<file path="config.mk">
export PLATFORM = sky130hd
export DESIGN_NAME = pkcs7_block_pad_unpad_unit
export DESIGN_NICKNAME = d
export VERILOG_FILES = /design/src/pkcs7_pkg.sv /design/src/pkcs7_buf.sv /design/src/pkcs7_seq.sv /design/src/pkcs7_block_pad_unpad_unit.sv
export SDC_FILE = /design/constraint.sdc
export NUM_CORES = 1
export LEC_CHECK = 0
export BUFFER_PORTS_ARGS = -buffer_cell sky130_fd_sc_hd__clkbuf_2
export CAP_MARGIN = 40
export CORE_MARGIN = 5
export CORE_UTILIZATION = 35
export CTS_CLUSTER_SIZE = 25
export DETAILED_ROUTE_END_ITERATION = 12
export SLEW_MARGIN = 30
export SYNTH_ARGS = -nofsm -noshare
export SYNTH_HDL_FRONTEND = slang
export SYNTH_SLANG_ARGS = --single-unit
</file>
<file path="constraint.sdc">
create_clock -name clk -period 8.7 [get_ports clk]
set_input_delay 1.74 -clock clk [delete_from_list [all_inputs] [get_ports clk]]
set_output_delay 1.74 -clock clk [all_outputs]
set_load 0.01 [all_outputs]
</file>
<file path="src/pkcs7_pkg.sv">
// shared types, constants and codes for the pkcs7 block pad/unpad unit
package pkcs7_pkg;

    localparam int MAX_BLOCK = 32;
    localparam int ADDR_W    = $clog2(MAX_BLOCK);
    localparam int CNT_W     = ADDR_W + 1;
    localparam int DATA_W    = 8;
    localparam int BS_W      = 6;
    localparam int CFG_W     = 6;
    localparam int REG_IDX_W = 1;

    localparam logic [REG_IDX_W-1:0] REG_BLOCK_SIZE = 1'd0;
    localparam logic [REG_IDX_W-1:0] REG_UNPAD_MODE = 1'd1;

    localparam logic OP_DATA   = 1'b0;
    localparam logic OP_FINISH = 1'b1;

    localparam logic [1:0] ST_OK  = 2'd0;
    localparam logic [1:0] ST_LEN = 2'd1;
    localparam logic [1:0] ST_PAD = 2'd2;

    typedef struct packed {
        logic              opcode;
        logic [DATA_W-1:0] data_byte;
    } req_t;

    typedef struct packed {
        logic [DATA_W-1:0] out_byte;
        logic              byte_valid;
        logic              end_of_run;
        logic [1:0]        status;
    } res_t;

    // effective configuration seen by the sequencer
    typedef struct packed {
        logic [CNT_W-1:0] bs;
        logic             unpad;
        logic             clear;
    } cfg_t;

    // buffer port controls
    typedef struct packed {
        logic              we;
        logic [ADDR_W-1:0] waddr;
        logic [DATA_W-1:0] wdata;
        logic              re;
        logic [ADDR_W-1:0] raddr;
    } mem_req_t;

    // one result handed to the output register
    typedef struct packed {
        logic valid;
        res_t item;
    } push_t;

endpackage

</file>
<file path="src/pkcs7_buf.sv">
// block buffer memory: one write port, one read port with registered data
module pkcs7_buf (
    input  logic                           clk,
    input  pkcs7_pkg::mem_req_t            mem_req,
    output logic [pkcs7_pkg::DATA_W-1:0]   rdata
);
    import pkcs7_pkg::*;

    logic [DATA_W-1:0] mem_reg [MAX_BLOCK];
    logic [DATA_W-1:0] rdata_reg;

    always_ff @(posedge clk)
    begin
        if (mem_req.we)
        begin
            mem_reg[mem_req.waddr] <= mem_req.wdata;
        end
    end

    always_ff @(posedge clk)
    begin
        if (mem_req.re)
        begin
            rdata_reg <= mem_reg[mem_req.raddr];
        end
    end

    assign rdata = rdata_reg;

endmodule

</file>
<file path="src/pkcs7_seq.sv">
// sequencer: fill count, buffer read engine, pad check and result generation
module pkcs7_seq (
    input  logic                           clk,
    input  logic                           rst_n,
    input  logic                           req_valid,
    output logic                           req_ready,
    input  pkcs7_pkg::req_t                req,
    input  pkcs7_pkg::cfg_t                cfg,
    input  logic                           slot_free,
    input  logic [pkcs7_pkg::DATA_W-1:0]   rdata,
    output pkcs7_pkg::mem_req_t            mem_req,
    output pkcs7_pkg::push_t               push
);
    import pkcs7_pkg::*;

    typedef enum logic [6:0] {
        S_IDLE  = 7'b0000001,
        S_EMIT  = 7'b0000010,
        S_LAST  = 7'b0000100,
        S_LASTW = 7'b0001000,
        S_CHK   = 7'b0010000,
        S_STAT  = 7'b0100000,
        S_WRB   = 7'b1000000
    } state_t;

    state_t            state_reg, state_next;
    logic [CNT_W-1:0]  fill_reg, fill_next;
    logic [CNT_W-1:0]  idx_reg, idx_next;
    logic [CNT_W-1:0]  end_reg, end_next;
    logic [CNT_W-1:0]  lim_reg, lim_next;
    logic [CNT_W-1:0]  pad_reg, pad_next;
    logic              rvld_reg, rvld_next;
    logic              rsel_reg, rsel_next;
    logic              rlast_reg, rlast_next;
    logic              eor_reg, eor_next;
    logic              fin_reg, fin_next;
    logic              wr_pend_reg, wr_pend_next;
    logic              err_reg, err_next;
    logic [1:0]        st_reg, st_next;
    logic [DATA_W-1:0] byte_reg, byte_next;

    logic              accept;
    logic              more;
    logic              consume;
    logic              rd_en;
    logic              engine_on;
    logic [CNT_W-1:0]  fill_p1;
    logic [CNT_W-1:0]  idx_p1;
    logic [CNT_W-1:0]  bs_m1;

    assign req_ready = (state_reg == S_IDLE);
    assign accept    = req_valid && req_ready;
    assign fill_p1   = CNT_W'(fill_reg + 1'b1);
    assign idx_p1    = CNT_W'(idx_reg + 1'b1);
    assign bs_m1     = CNT_W'(cfg.bs - 1'b1);

    // read engine shared by pad check and byte emission
    assign engine_on = (state_reg == S_EMIT) || (state_reg == S_CHK);
    assign more      = (idx_reg != end_reg);
    assign consume   = rvld_reg && ((state_reg == S_CHK) || slot_free);
    assign rd_en     = engine_on && more && (!rvld_reg || consume);

    always_comb
    begin
        state_next   = state_reg;
        fill_next    = fill_reg;
        idx_next     = idx_reg;
        end_next     = end_reg;
        lim_next     = lim_reg;
        pad_next     = pad_reg;
        rvld_next    = rvld_reg;
        rsel_next    = rsel_reg;
        rlast_next   = rlast_reg;
        eor_next     = eor_reg;
        fin_next     = fin_reg;
        wr_pend_next = wr_pend_reg;
        err_next     = err_reg;
        st_next      = st_reg;
        byte_next    = byte_reg;

        mem_req.we    = 1'b0;
        mem_req.waddr = fill_reg[ADDR_W-1:0];
        mem_req.wdata = req.data_byte;
        mem_req.re    = rd_en;
        mem_req.raddr = idx_reg[ADDR_W-1:0];

        push.valid           = 1'b0;
        push.item.out_byte   = rsel_reg ? rdata : DATA_W'(pad_reg);
        push.item.byte_valid = 1'b1;
        push.item.end_of_run = rlast_reg && eor_reg;
        push.item.status     = ST_OK;

        if (rd_en)
        begin
            idx_next   = idx_p1;
            rsel_next  = (idx_reg < lim_reg);
            rlast_next = (idx_p1 == end_reg);
        end
        if (engine_on)
        begin
            rvld_next = rd_en || (rvld_reg && !consume);
        end

        case (state_reg)
            S_IDLE:
            begin
                if (accept)
                begin
                    idx_next  = '0;
                    end_next  = cfg.bs;
                    lim_next  = cfg.bs;
                    eor_next  = 1'b1;
                    fin_next  = 1'b0;
                    rvld_next = 1'b0;
                    if (req.opcode == OP_DATA)
                    begin
                        if (!cfg.unpad)
                        begin
                            mem_req.we = 1'b1;
                            if (fill_p1 >= cfg.bs)
                            begin
                                fill_next  = '0;
                                state_next = S_EMIT;
                            end
                            else
                            begin
                                fill_next = fill_p1;
                            end
                        end
                        else if (fill_reg >= cfg.bs)
                        begin
                            // held block leaves first, new byte lands afterwards
                            byte_next    = req.data_byte;
                            wr_pend_next = 1'b1;
                            fill_next    = '0;
                            state_next   = S_EMIT;
                        end
                        else
                        begin
                            mem_req.we = 1'b1;
                            fill_next  = fill_p1;
                        end
                    end
                    else if (!cfg.unpad)
                    begin
                        pad_next   = CNT_W'(cfg.bs - fill_reg);
                        lim_next   = fill_reg;
                        fill_next  = '0;
                        state_next = S_EMIT;
                    end
                    else
                    begin
                        fill_next = '0;
                        if (fill_reg != cfg.bs)
                        begin
                            st_next    = ST_LEN;
                            state_next = S_STAT;
                        end
                        else
                        begin
                            state_next = S_LAST;
                        end
                    end
                end
            end

            S_EMIT:
            begin
                push.valid = consume;
                if (!more && !rvld_reg)
                begin
                    if (fin_reg)
                    begin
                        st_next    = ST_OK;
                        state_next = S_STAT;
                    end
                    else if (wr_pend_reg)
                    begin
                        state_next = S_WRB;
                    end
                    else
                    begin
                        state_next = S_IDLE;
                    end
                end
            end

            S_LAST:
            begin
                mem_req.re    = 1'b1;
                mem_req.raddr = bs_m1[ADDR_W-1:0];
                state_next    = S_LASTW;
            end

            S_LASTW:
            begin
                if ((rdata == '0) || (rdata > DATA_W'(cfg.bs)))
                begin
                    st_next    = ST_PAD;
                    state_next = S_STAT;
                end
                else
                begin
                    pad_next   = rdata[CNT_W-1:0];
                    idx_next   = CNT_W'(cfg.bs - rdata[CNT_W-1:0]);
                    end_next   = bs_m1;
                    err_next   = 1'b0;
                    rvld_next  = 1'b0;
                    state_next = S_CHK;
                end
            end

            S_CHK:
            begin
                if (consume && (rdata != DATA_W'(pad_reg)))
                begin
                    err_next = 1'b1;
                end
                if (!more && !rvld_reg)
                begin
                    if (err_reg)
                    begin
                        st_next    = ST_PAD;
                        state_next = S_STAT;
                    end
                    else
                    begin
                        idx_next   = '0;
                        end_next   = CNT_W'(cfg.bs - pad_reg);
                        lim_next   = CNT_W'(cfg.bs - pad_reg);
                        eor_next   = 1'b0;
                        fin_next   = 1'b1;
                        rvld_next  = 1'b0;
                        state_next = S_EMIT;
                    end
                end
            end

            S_STAT:
            begin
                push.item.out_byte   = '0;
                push.item.byte_valid = 1'b0;
                push.item.end_of_run = 1'b1;
                push.item.status     = st_reg;
                if (slot_free)
                begin
                    push.valid = 1'b1;
                    fin_next   = 1'b0;
                    state_next = S_IDLE;
                end
            end

            S_WRB:
            begin
                mem_req.we    = 1'b1;
                mem_req.waddr = '0;
                mem_req.wdata = byte_reg;
                fill_next     = CNT_W'(1);
                wr_pend_next  = 1'b0;
                state_next    = S_IDLE;
            end

            default:
            begin
                state_next = S_IDLE;
            end
        endcase

        if (cfg.clear)
        begin
            fill_next = '0;
        end
    end

    always_ff @(posedge clk or negedge rst_n)
    begin
        if (!rst_n)
        begin
            state_reg   <= S_IDLE;
            fill_reg    <= '0;
            rvld_reg    <= 1'b0;
            wr_pend_reg <= 1'b0;
            fin_reg     <= 1'b0;
        end
        else
        begin
            state_reg   <= state_next;
            fill_reg    <= fill_next;
            rvld_reg    <= rvld_next;
            wr_pend_reg <= wr_pend_next;
            fin_reg     <= fin_next;
        end
    end

    always_ff @(posedge clk)
    begin
        idx_reg   <= idx_next;
        end_reg   <= end_next;
        lim_reg   <= lim_next;
        pad_reg   <= pad_next;
        rsel_reg  <= rsel_next;
        rlast_reg <= rlast_next;
        eor_reg   <= eor_next;
        err_reg   <= err_next;
        st_reg    <= st_next;
        byte_reg  <= byte_next;
    end

endmodule

</file>
<file path="src/pkcs7_block_pad_unpad_unit.sv">
// top level of the pkcs7 block pad/unpad unit
// a data request that completes no block only writes its byte; one that releases a block
// emits it, in unpad mode writing the new byte back after the held block leaves
// pad finish: buffered bytes then pad bytes; unpad finish: a length error, a bad last byte,
// or pad check and byte output; results leave one per cycle unless stalled
// reset clears control state, fill count and config (block size 16, pad mode), not the buffer
module pkcs7_block_pad_unpad_unit (
    input  logic                              clk,
    input  logic                              rst_n,
    input  logic                              req_valid,
    output logic                              req_ready,
    input  pkcs7_pkg::req_t                   req,
    output logic                              res_valid,
    input  logic                              res_ready,
    output pkcs7_pkg::res_t                   res,
    input  logic                              cfg_wr_en,
    input  logic [pkcs7_pkg::REG_IDX_W-1:0]   cfg_index,
    input  logic [pkcs7_pkg::CFG_W-1:0]       cfg_data
);
    import pkcs7_pkg::*;

    // configuration registers
    logic [BS_W-1:0]  block_size_reg;
    logic             unpad_mode_reg;
    logic             cfg_hit;
    logic [CNT_W-1:0] bs_eff;
    cfg_t             cfg;

    // output register
    logic             res_valid_reg, res_valid_next;
    res_t             res_reg;
    logic             slot_free;

    push_t            push;
    mem_req_t         mem_req;
    logic [DATA_W-1:0] rdata;

    // any write to a known register clears the fill count, dropping the buffered bytes
    always_comb
    begin
        case (cfg_index)
            REG_BLOCK_SIZE: cfg_hit = cfg_wr_en;
            REG_UNPAD_MODE: cfg_hit = cfg_wr_en;
            default:        cfg_hit = 1'b0;
        endcase
    end

    always_ff @(posedge clk or negedge rst_n)
    begin
        if (!rst_n)
        begin
            block_size_reg <= BS_W'(16);
            unpad_mode_reg <= 1'b0;
        end
        else if (cfg_wr_en)
        begin
            case (cfg_index)
                REG_BLOCK_SIZE: block_size_reg <= cfg_data[BS_W-1:0];
                REG_UNPAD_MODE: unpad_mode_reg <= cfg_data[0];
                default:        ;
            endcase
        end
    end

    // zero acts as one, oversize clamps to the buffer depth
    always_comb
    begin
        if (block_size_reg == '0)
        begin
            bs_eff = CNT_W'(1);
        end
        else if (int'(block_size_reg) > MAX_BLOCK)
        begin
            bs_eff = CNT_W'(MAX_BLOCK);
        end
        else
        begin
            bs_eff = CNT_W'(block_size_reg);
        end
    end

    assign cfg.bs    = bs_eff;
    assign cfg.unpad = unpad_mode_reg;
    assign cfg.clear = cfg_hit;

    // output slot frees up when empty or taken this cycle
    assign slot_free = !res_valid_reg || res_ready;

    always_comb
    begin
        res_valid_next = res_valid_reg;
        if (push.valid)
        begin
            res_valid_next = 1'b1;
        end
        else if (res_ready)
        begin
            res_valid_next = 1'b0;
        end
    end

    always_ff @(posedge clk or negedge rst_n)
    begin
        if (!rst_n)
        begin
            res_valid_reg <= 1'b0;
        end
        else
        begin
            res_valid_reg <= res_valid_next;
        end
    end

    always_ff @(posedge clk)
    begin
        if (push.valid)
        begin
            res_reg <= push.item;
        end
    end

    assign res_valid = res_valid_reg;
    assign res       = res_reg;

    // sequencer drives the buffer and feeds the output register
    pkcs7_seq u_seq (
        .clk       (clk),
        .rst_n     (rst_n),
        .req_valid (req_valid),
        .req_ready (req_ready),
        .req       (req),
        .cfg       (cfg),
        .slot_free (slot_free),
        .rdata     (rdata),
        .mem_req   (mem_req),
        .push      (push)
    );

    // block buffer
    pkcs7_buf u_buf (
        .clk     (clk),
        .mem_req (mem_req),
        .rdata   (rdata)
    );

endmodule

</file>
==> metrics <==
part of the power in combinational logic=0.228; vias in the first global route=9675; syn_area_per_cell=13.2 µm²; Tcrit/Tclk final=0.492; initial antenna violation count=0; register area share after synthesis=0.643; CTS Sinks=~340; compound-gate portion of the synthesized area=0.104; Hold Startpoint=u_seq.fill_reg[5]; CP max-delay cell=nor2_1; WP data arrival=4.44 ns; worst rel slew slack=0.425; first-pass GRT wire length=59200 µm; Final Hold Fails=0; syn_nets=between 1000 and 1500; library cells used by synthesis=75; Mapped Area=15500 µm²; drt drc=0; max_cap viols=0; vias=around 9700; largest family of logic cells by synthesized area=simple AND/OR/NAND/NOR gates; # rows=77; gpl congestion=0.861; P per Cell Area=258 nW/µm²; Setup Buffers After CTS=0; routed wirelength normalized by instance count=about 21 µm; Synth Area in XOR/XNOR=0.0215; Initial Utilization=0.352; crit path time final=4.28 ns; crit start category=flip-flop; Post-Synth Adder-Cell Area=0.0329; clock share of power=0.340; Die Y=221 µm; fraction of registers with async set/reset=0.0710; I/O Pins=35; PostCTS Resize Cnt=0; area delta synth->final=13.3%; worst ir drop on vdd=0.000125 V; critical path cell sequence=nor4_1 > o21ai_2 > ha_1 > fa_1 > nor2b_1 > o21ai_1 > a21oi_1 > o21a_1 > o21ai_1 > a211oi_4 > nand3_2 > nor2_1; clock buffer depth=3; CP max FO=10; delay-heaviest family, CP=simple AND/OR/NAND/NOR gates; Final Setup Violations=0; worst slack, placed=4.37 ns; port bufs=34; core footprint=44000 µm²; R2R setup slack=between 4 and 5 ns; RR Startpoint=block_size_reg[2]; FILL cells=4121; Hold Path Depth=2; Req. time, crit path=8.85 ns; DR iter-0 viols=889; Clock Root Buffer=clkbuf_16; fin worst setup slack=4.42 ns; Max Slew Vio Count=0; slew at the pin closest to its max-slew limit=0.863 ns; clk_lat worst skew=about 0.55 ns; Worst Hold End=u_seq.fill_reg[5]; critical path class=reg2reg; drt pass-1 iters=5; R2R depth=12; clock skew=around 0.028 ns; final WL=38800 µm; Seq pwr share=0.432; Internal=roughly 3.2 mW; number of synthesized flops with an enable pin=308; hpwl dp=26200 µm; commonest cells after routing, fill and taps aside=308 x edfxtp_1, 113 x nand2_1, 103 x nor2_1; CTS Hold Bufs=0; number of flip-flops in the largest register=256; TritonCTS Buffers=36; routed vias/inst=5.30; Net Switching=1.33 mW; cell mode on critical path=o21ai_1; synth warn=0; outcome=finished clean; ANT cells=0; post-synthesis register bit count=between 300 and 400; Reg clk slew, reported paths=0.07 ns; NumNets Final=1266; CTS tree=done; gr ovfl total=0; GR Util All Layers=0.159; post-route setup TNS=0 ns; Gate Count Post-Synth=1178; FMAX=0.234 GHz; worst flop-to-flop path endpoint=u_buf.mem_reg[17][2]; mux cell area share after synthesis=0.0622; worst hold-check path type=reg2reg; Die X=approximately 220 µm; pin count of the biggest net entering global routing=67; Detail Route Antenna Nets=0; post-synthesis simple-gate area fraction=0.104; commonest non-fill, non-tap cell in the layout=edfxtp_1; Synth Flop Type=edfxtp_1; WP buf/inv=0; Sw Ratio=0.294; Leakage=6.27 nW; H-tree depth=2; CP peak stage delay=roughly 0.66 ns; layout cells sized above 1=0.122; Worst Setup End Kind=flip-flop; unrepaired setup endpoints after global routing=no; die area=48600 µm²
-- tightest hold or removal path, cell delays in order, from the launching register on --
cell and delay, ns:
dfrtp_1 0.38, nand2_1 0.06, nand2_1 0.05
-- synthesized netlist by cell type, types with 22 or more instances --
cell,number,area share
dfrtp_1,22,0.035
nand2_1,121,0.029
and2_1,27,0.011
ha_1,36,0.029
inv_1,37,0.0090
nor2_1,103,0.025
buf_2,22,0.0071
mux2i_1,84,0.054
a211oi_1,41,0.020
a21oi_1,31,0.010
edfxtp_1,308,0.60
clkbuf_1,22,0.0053
-- power groups by stage --
stage | logic, mW | clock network, mW | registers (mW)
6_report | 1.03 | 1.54 | 1.96
3_5_place_dp | 1.02 | 0 | 1.99
4_1_cts | 1.03 | 1.57 | 1.95
5_1_grt | 1.13 | 1.65 | 1.96
2_1_floorplan | 0.767 | 0 | 1.96
3_3_place_gp | 0.994 | 0 | 1.99
-- logic make-up (layout without fill, tap and decap cells) --
kind of cell	count (synthesis)	count (layout)
fa+ha+maj	39	39
compound gates	228	228
flops	338	338
buf+inv	101	156
simple gates	340	340
xor+xnor	38	38
mux	94	94
-- area by class of cell --
| type | instances | area (µm²) | area share |
|---|---|---|---|
| clock buffer | 45 | 966 | 0.0550 |
| timing repair buffer | 51 | 412 | 0.0234 |
| tap | 592 | 741 | 0.0422 |
| sequential | 338 | 9970 | 0.568 |
| clock inverter | 20 | 239 | 0.0136 |
| inverter | 40 | 155 | 0.00883 |
| multi-input combinational | 739 | 5080 | 0.289 |
-- metrics by stage --
step	hold slack, ns	cell area [µm²]	std cells	util	power (mW)
2_1_floorplan	0.461	15500	1178	-	2.73
3_3_place_gp	0.497	16200	1751	0.367	2.98
3_5_place_dp	0.499	16400	1760	0.372	3.01
4_1_cts	0.515	17600	1825	0.399	4.56
5_1_grt	0.549	17600	1825	0.399	4.74
6_report	0.512	17600	1825	0.399	4.53
-- worst max path at each step --
stage                      startpoint                    to  slack [ns]  cells past startpoint
finish              block_size_reg[2]  u_buf.mem_reg[17][2]        4.42                     12
detailed placement  block_size_reg[2]  u_buf.mem_reg[23][2]        4.37                     12
CTS                 block_size_reg[2]  u_buf.mem_reg[23][0]        4.42                     12
global placement    block_size_reg[1]  u_buf.mem_reg[13][1]        4.52                     12
floorplan           block_size_reg[2]  u_buf.mem_reg[14][0]        5.20                     12
global route        block_size_reg[2]  u_buf.mem_reg[23][0]        4.11                     12
-- layer usage --
| layer | part of all wire | wire length [µm] | track usage | vias up |
|---|---|---|---|---|
| met5 | 0 | 0 | 0 | - |
| met4 | 0.029 | 1140 | 0.0529 | 0 |
| met3 | 0.055 | 2120 | 0.0254 | 74 |
| met2 | 0.47 | 18300 | 0.261 | 328 |
| met1 | 0.44 | 17200 | 0.219 | 4794 |
| li1 | - | - | - | 4484 |
Power figures use the tool's default switching activity.
